==> config.mk <==
export PLATFORM = sky130hd
export DESIGN_NAME = rate_group_client_table_core_flat
export DESIGN_NICKNAME = d
export VERILOG_FILES = /design/src/rtl/rgct_pkg.sv /design/src/rtl/rgct_if.sv /design/src/rtl/rgct_ram.sv /design/src/rtl/rate_group_client_table_core.sv /design/src/flat_wrapper.sv
export SDC_FILE = /design/constraint.sdc
export NUM_CORES = 1
export LEC_CHECK = 0
export BUFFER_PORTS_ARGS = -buffer_cell sky130_fd_sc_hd__buf_2
export CORE_UTILIZATION = 40
export CTS_CLUSTER_DIAMETER = 100
export DETAILED_ROUTE_END_ITERATION = 16
export GPL_TIMING_DRIVEN = 1
export HOLD_SLACK_MARGIN = 0.1
export MAX_ROUTING_LAYER = met4
export PLACE_DENSITY = 0.61
export RECOVER_POWER = 100
export SYNTH_ARGS = -nofsm -noshare
export SYNTH_HDL_FRONTEND = slang
export SYNTH_SLANG_ARGS = --single-unit
==> constraint.sdc <==
create_clock -name clk -period 4.97 [get_ports clk]
set_input_delay 0.497 -clock clk [delete_from_list [all_inputs] [get_ports clk]]
set_output_delay 0.497 -clock clk [all_outputs]
set_load 0.01 [all_outputs]
==> src/rtl/rgct_pkg.sv <==
package rgct_pkg;

    localparam int SLOTS_PER_GROUP = 16;
    localparam int GROUP_COUNT     = 3;
    localparam int ID_W            = 16;
    localparam int GROUP_W         = 2;
    localparam int SLOT_W          = $clog2(SLOTS_PER_GROUP);
    localparam int CNT_W           = $clog2(SLOTS_PER_GROUP + 1);
    localparam int MEM_DEPTH       = GROUP_COUNT * SLOTS_PER_GROUP;
    localparam int ADDR_W          = $clog2(MEM_DEPTH);

    typedef enum logic [1:0] {
        OP_CLEAR,
        OP_ADD,
        OP_FIRST,
        OP_NEXT
    } rgct_op_t;

    typedef enum logic {
        ST_IDLE,
        ST_RESP
    } rgct_state_t;

endpackage

==> src/rtl/rgct_if.sv <==
interface rgct_req_if;
    logic                        valid;
    logic                        ready;
    logic [1:0]                  opcode;
    logic [rgct_pkg::GROUP_W-1:0] rate_group;
    logic [rgct_pkg::ID_W-1:0]   client_id;

    modport source (output valid, output opcode, output rate_group, output client_id,
                    input ready);
    modport sink   (input valid, input opcode, input rate_group, input client_id,
                    output ready);
endinterface

interface rgct_rsp_if;
    logic                      valid;
    logic                      ready;
    logic                      status;
    logic                      entry_present;
    logic [rgct_pkg::ID_W-1:0] entry_id;
    logic                      end_of_list;

    modport source (output valid, output status, output entry_present, output entry_id,
                    output end_of_list, input ready);
    modport sink   (input valid, input status, input entry_present, input entry_id,
                    input end_of_list, output ready);
endinterface

==> src/rtl/rgct_ram.sv <==
module rgct_ram #(
    parameter int WIDTH = 16,
    parameter int DEPTH = 48
) (
    input  logic                     clk,
    input  logic                     we,
    input  logic [$clog2(DEPTH)-1:0] waddr,
    input  logic [WIDTH-1:0]         wdata,
    input  logic                     re,
    input  logic [$clog2(DEPTH)-1:0] raddr,
    output logic [WIDTH-1:0]         rdata
);

    logic [WIDTH-1:0] mem_reg [DEPTH];
    logic [WIDTH-1:0] rdata_reg;

    always_ff @(posedge clk)
    begin
        if (we)
        begin
            mem_reg[waddr] <= wdata;
        end
        if (re)
        begin
            rdata_reg <= mem_reg[raddr];
        end
    end

    assign rdata = rdata_reg;

endmodule

==> src/rtl/rate_group_client_table_core.sv <==
// a request's result is registered in the slot RAM read and pending flags, then in the output register
// one transaction in flight: a new request is taken only once the previous result has moved into the output register
// slots fill in order, so a per-group fill count stands in for per-slot valid bits
// clear-all takes effect by zeroing the fill counts and cursors of all groups
// reset: asynchronous, clears fill counts, cursors, state and output valid; no clearing pass
module rate_group_client_table_core (
    input  logic       clk,
    input  logic       rst_n,
    rgct_req_if.sink   req,
    rgct_rsp_if.source rsp
);

    localparam int SLOTS  = rgct_pkg::SLOTS_PER_GROUP;
    localparam int GROUPS = rgct_pkg::GROUP_COUNT;
    localparam int SLOT_W = rgct_pkg::SLOT_W;
    localparam int CNT_W  = rgct_pkg::CNT_W;
    localparam int ADDR_W = rgct_pkg::ADDR_W;
    localparam int ID_W   = rgct_pkg::ID_W;

    rgct_pkg::rgct_state_t state_reg, state_next;

    logic [CNT_W-1:0]  cnt_reg  [GROUPS];
    logic [CNT_W-1:0]  cnt_next [GROUPS];
    logic [SLOT_W-1:0] cur_reg  [GROUPS];
    logic [SLOT_W-1:0] cur_next [GROUPS];

    logic pend_status_reg, pend_status_next;
    logic pend_present_reg, pend_present_next;
    logic pend_eol_reg, pend_eol_next;

    logic            out_valid_reg, out_valid_next;
    logic            out_status_reg, out_status_next;
    logic            out_present_reg, out_present_next;
    logic [ID_W-1:0] out_id_reg, out_id_next;
    logic            out_eol_reg, out_eol_next;

    logic              mem_we;
    logic              mem_re;
    logic [ADDR_W-1:0] mem_waddr;
    logic [ADDR_W-1:0] mem_raddr;
    logic [ID_W-1:0]   mem_rdata;

    logic                         req_fire;
    logic                         grp_ok;
    logic [rgct_pkg::GROUP_W-1:0] gsel;
    logic [CNT_W-1:0]             fill;
    logic [SLOT_W-1:0]            cur;
    logic [SLOT_W-1:0]            pos;
    logic [ADDR_W-1:0]            base;

    rgct_ram #(
        .WIDTH (ID_W),
        .DEPTH (rgct_pkg::MEM_DEPTH)
    ) u_slot_ram (
        .clk   (clk),
        .we    (mem_we),
        .waddr (mem_waddr),
        .wdata (req.client_id),
        .re    (mem_re),
        .raddr (mem_raddr),
        .rdata (mem_rdata)
    );

    assign req.ready         = (state_reg == rgct_pkg::ST_IDLE);
    assign req_fire          = req.valid && req.ready;
    assign rsp.valid         = out_valid_reg;
    assign rsp.status        = out_status_reg;
    assign rsp.entry_present = out_present_reg;
    assign rsp.entry_id      = out_id_reg;
    assign rsp.end_of_list   = out_eol_reg;

    assign gsel   = req.rate_group;
    assign grp_ok = (gsel < rgct_pkg::GROUP_W'(GROUPS));
    assign fill   = grp_ok ? cnt_reg[gsel] : '0;
    assign cur    = grp_ok ? cur_reg[gsel] : '0;
    assign pos    = cur + SLOT_W'(1);
    assign base   = ADDR_W'(gsel) * ADDR_W'(SLOTS);

    always_comb
    begin
        state_next        = state_reg;
        cnt_next          = cnt_reg;
        cur_next          = cur_reg;
        pend_status_next  = pend_status_reg;
        pend_present_next = pend_present_reg;
        pend_eol_next     = pend_eol_reg;
        out_valid_next    = out_valid_reg;
        out_status_next   = out_status_reg;
        out_present_next  = out_present_reg;
        out_id_next       = out_id_reg;
        out_eol_next      = out_eol_reg;
        mem_we            = 1'b0;
        mem_re            = 1'b0;
        mem_waddr         = base + ADDR_W'(fill[SLOT_W-1:0]);
        mem_raddr         = base;

        if (out_valid_reg && rsp.ready)
        begin
            out_valid_next = 1'b0;
        end

        unique case (state_reg)
            rgct_pkg::ST_IDLE:
            begin
                if (req_fire)
                begin
                    state_next        = rgct_pkg::ST_RESP;
                    pend_status_next  = 1'b0;
                    pend_present_next = 1'b0;
                    pend_eol_next     = 1'b0;
                    unique case (rgct_pkg::rgct_op_t'(req.opcode))
                        rgct_pkg::OP_CLEAR:
                        begin
                            for (int g = 0; g < GROUPS; g++)
                            begin
                                cnt_next[g] = '0;
                                cur_next[g] = '0;
                            end
                        end
                        rgct_pkg::OP_ADD:
                        begin
                            if (grp_ok)
                            begin
                                if (fill == CNT_W'(SLOTS))
                                begin
                                    pend_status_next = 1'b1;
                                end
                                else
                                begin
                                    mem_we         = 1'b1;
                                    cnt_next[gsel] = fill + CNT_W'(1);
                                end
                            end
                        end
                        rgct_pkg::OP_FIRST:
                        begin
                            if (grp_ok)
                            begin
                                cur_next[gsel]    = '0;
                                mem_re            = 1'b1;
                                mem_raddr         = base;
                                pend_present_next = (fill != '0);
                            end
                        end
                        rgct_pkg::OP_NEXT:
                        begin
                            if (grp_ok)
                            begin
                                if (cur == SLOT_W'(SLOTS - 1))
                                begin
                                    cur_next[gsel] = '0;
                                    pend_eol_next  = 1'b1;
                                end
                                else
                                begin
                                    cur_next[gsel]    = pos;
                                    mem_re            = 1'b1;
                                    mem_raddr         = base + ADDR_W'(pos);
                                    pend_present_next = (CNT_W'(pos) < fill);
                                end
                            end
                        end
                    endcase
                end
            end
            rgct_pkg::ST_RESP:
            begin
                if (!out_valid_reg || rsp.ready)
                begin
                    state_next       = rgct_pkg::ST_IDLE;
                    out_valid_next   = 1'b1;
                    out_status_next  = pend_status_reg;
                    out_present_next = pend_present_reg;
                    out_id_next      = pend_present_reg ? mem_rdata : '0;
                    out_eol_next     = pend_eol_reg;
                end
            end
        endcase
    end

    always_ff @(posedge clk or negedge rst_n)
    begin
        if (!rst_n)
        begin
            state_reg     <= rgct_pkg::ST_IDLE;
            out_valid_reg <= 1'b0;
            for (int g = 0; g < GROUPS; g++)
            begin
                cnt_reg[g] <= '0;
                cur_reg[g] <= '0;
            end
        end
        else
        begin
            state_reg     <= state_next;
            out_valid_reg <= out_valid_next;
            cnt_reg       <= cnt_next;
            cur_reg       <= cur_next;
        end
    end

    always_ff @(posedge clk)
    begin
        pend_status_reg  <= pend_status_next;
        pend_present_reg <= pend_present_next;
        pend_eol_reg     <= pend_eol_next;
        out_status_reg   <= out_status_next;
        out_present_reg  <= out_present_next;
        out_id_reg       <= out_id_next;
        out_eol_reg      <= out_eol_next;
    end

endmodule

==> src/flat_wrapper.sv <==
// flat-port wrapper written by rule: the top's interface ports become plain ports
module rate_group_client_table_core_flat 
  (clk, rst_n, req_valid, req_opcode, req_rate_group, req_client_id, req_ready, rsp_valid, rsp_status, rsp_entry_present, rsp_entry_id, rsp_end_of_list, rsp_ready);
  rgct_req_if req_i ();
  rgct_rsp_if rsp_i ();
  input  logic clk;
  input  logic rst_n;
  input wire logic [$bits(req_i.valid)-1:0] req_valid;
  input wire logic [$bits(req_i.opcode)-1:0] req_opcode;
  input wire logic [$bits(req_i.rate_group)-1:0] req_rate_group;
  input wire logic [$bits(req_i.client_id)-1:0] req_client_id;
  output wire logic [$bits(req_i.ready)-1:0] req_ready;
  output wire logic [$bits(rsp_i.valid)-1:0] rsp_valid;
  output wire logic [$bits(rsp_i.status)-1:0] rsp_status;
  output wire logic [$bits(rsp_i.entry_present)-1:0] rsp_entry_present;
  output wire logic [$bits(rsp_i.entry_id)-1:0] rsp_entry_id;
  output wire logic [$bits(rsp_i.end_of_list)-1:0] rsp_end_of_list;
  input wire logic [$bits(rsp_i.ready)-1:0] rsp_ready;
  assign req_i.valid = req_valid;
  assign req_i.opcode = req_opcode;
  assign req_i.rate_group = req_rate_group;
  assign req_i.client_id = req_client_id;
  assign req_ready = req_i.ready;
  assign rsp_valid = rsp_i.valid;
  assign rsp_status = rsp_i.status;
  assign rsp_entry_present = rsp_i.entry_present;
  assign rsp_entry_id = rsp_i.entry_id;
  assign rsp_end_of_list = rsp_i.end_of_list;
  assign rsp_i.ready = rsp_ready;
  rate_group_client_table_core u_core (.clk(clk), .rst_n(rst_n), .req(req_i), .rsp(rsp_i));
endmodule
==> out/metrics.yaml <==
status: "finished with violations"
violations: "max-capacitance violations, max-slew violations"
pwr-share-comb_pct: 5.2
critPathRequiredTime_ns: 5.44
slew_headroom_pct: -89.1
core-area_mm2: 0.0822
grt_pass1_vias: 19770
synthCells: 2252
leakage_uw: 0.0127
cts.sink_count: 835
gp_congestion: 0.947
switching_share_pct: 22.1
hp-start: "rsp_ready"
rows: 105
timing.rr.end: "u_core.u_slot_ram.rdata[15]"
worst_pin_slew_ns: 2.84
grt_usage_pct: 23.6
cts.clk_slew.worst_paths_ns: 0.06
synth-seq-cells: 835
worstSetupEndpointType: "flop"
synth_simple_gate_area_share_pct: 11.1
die-area_mm2: 0.0845
hold_path.class: "in -> reg"
num_io_pins: 45
largest_reg_flops: 768
vias: 20913
fin_cells: 3508
antenna_found_initial: 11
ant_nets: 0
synth_top_flop_cell: "edfxtp_1"
switching_power_uw: 3250
min_to: "u_core.rsp.valid"
wl_um: 98100
synthXorXnorAreaFrac_pct: 0.0788
postLayoutCoreUtil_pct: 45.8
drv_cap: 22
cp_data_arrival_time_ns: 5.07
die_y_um: 291
synth_fa_ha_area_share_pct: 0.225
root_buffer: "clkbuf_16"
post-cts-setup-buffer-count: 0
vdd_drop_max_uv: 239
yosys_warnings: 0
dp.cells: 3351
async_flop_share_pct: 3.47
maxClockFrequency_ghz: 0.218
finalHoldViolCount: 0
synth.distinct_cells: 76
htreeDepth: 3
p_per_area_mw_per_mm2: 389
startpoint: "req_rate_group[1]"
fin_area_mm2: 0.0377
place_area_mm2: 0.0353
p_int_uw: 11400
numPortBuffers: 44
synth_compound_area_share_pct: 6.87
crit_fanout: 22
synth_mux_area_share_pct: 4.73
synth_seq_area_share_pct: 74.8
first_pass_iters: 6
worstSetupPathType: "in -> reg"
grt_max_degree: 81
layout_worst_path_cycle_share_pct: 92.5
drcViolationCount: 0
nets: 2397
dp_hpwl_um: 59000
worstSetupStartpointType: "primary input"
clock_skew_ns: 0.0306
worstSkewPairLatency_ns: 0.64
setup_viol: 0
synth_fp_nets: 2282
grt_setup_unrepaired: "no"
reg2regPathDepth: 12
setup_tns_ns: 0
power_uw: 14700
die_x_um: 291
hold_depth: 3
wire_per_inst_um: 28.0
clockPowerShare_pct: 41.5
cts_buffer_depth: 3
power_frac_seq_pct: 53.3
final_max_slew_viol_count: 900
finalCriticalPeriod_ns: 4.60
grt_pass1_wl_um: 141000
gr-total-overflow: 0
initial_core_util_pct: 40.6
netlist_area_mm2: 0.0333
first_iter_violations: 2899
syn_avg_cell_area_um2: 14.8
r2r-start: "u_core.cur_reg[8]"
drive_gt1_share_pct: 10.6
synth_edf_count: 806
final_cell_mix: "806 x edfxtp_1, 464 x nand2_1, 170 x nand3_1, 110 x clkbuf_1, 88 x nor2_1"
synth_top_family_by_area: "simple AND/OR/NAND/NOR gates"
cts_resized: 0
cts_buffers: 83
layout_commonest_cell: "edfxtp_1"
via_per_inst: 5.96
area_growth_pct: 12.9
reg2reg_slack_ns: 0.74
cts_tree: "built"
## worst max-delay path by stage
stage	end	slack, ns	cells past startpoint
floorplan	u_core.u_slot_ram.rdata[2]	1.14	17
CTS	u_core.u_slot_ram.rdata[15]	0.80	13
finish	u_core.u_slot_ram.rdata[10]	0.37	10
global route	u_core.u_slot_ram.rdata[10]	0.34	10
global placement	u_core.u_slot_ram.rdata[8]	0.11	12
detailed placement	u_core.u_slot_ram.rdata[15]	0.25	13
## cells by family (layout without fill, tap and decap cells)
logic type / count (synthesis) / count (layout)
mux: 108 / 108
simple gates: 842 / 842
fa+ha+maj: 6 / 6
flops: 835 / 835
buf+inv: 147 / 330
xor+xnor: 3 / 3
other cells: 0 / 3
compound gates: 311 / 311
## power groups by stage
stage	combinational (uW)	clock [uW]	sequential (uW)
after floorplan	370	0	7950
after global placement	746	0	7960
after detailed placement	759	0	7960
after CTS	762	6150	7810
after global routing	797	6410	7830
final	761	6080	7820
## repair_timing
action / CTS / global route
hold buffers: 1 / 0
endpoints found under the setup margin: 0 / 0
hold endpoints to repair: 29 / 0
## stage by stage
step                      hold slack [ns]  setup WS (ns)
final                               0.162          0.373
after global routing                0.171          0.337
after CTS                           0.140          0.797
after detailed placement            0.408          0.252
after global placement              0.404          0.112
after floorplan                     0.201           1.14
## area by class of cell
class / count / area (um^2)
Fill cell: 7153 / 44600
Sequential cell: 835 / 24900
Multi-Input combinational cell: 1270 / 7700
Clock buffer: 104 / 2220
Tap cell: 1070 / 1340
Timing Repair Buffer: 167 / 1030
Clock inverter: 49 / 404
Inverter: 10 / 37.5
Antenna cell: 3 / 7.51
## per-layer routing
layer / wire length, um / vias up / GRT usage, %
li1: - / 8855 / -
met1: 39200 / 10629 / 32.1
met2: 45600 / 1226 / 36.0
met3: 9850 / 203 / 3.79
met4: 3480 / 0 / 8.63
met5: 0 / - / -
## worst max-delay path, cell delays in order
cell and delay (ns):
clkbuf_1 0.45, buf_4 0.48, mux2i_1 0.17, o2bb2ai_1 0.53, nand2_1 0.32, o211a_1 0.34, buf_4 0.27, nor2_1 1.03
o21ai_0 0.70, nand4_1 0.25
## Yosys cell counts (all sizes together), types with 33 or more instances
master / count / area [um^2]
edfxtp: 806 / 24200
nand2: 465 / 1750
nand3: 170 / 851
buf: 104 / 584
nor2: 89 / 339
mux2i: 59 / 594
and3: 56 / 350
a211oi: 55 / 413
a21oi: 43 / 223
a31oi: 43 / 269
mux4: 38 / 856
clkbuf: 33 / 124
Power figures use the tool's default switching activity.
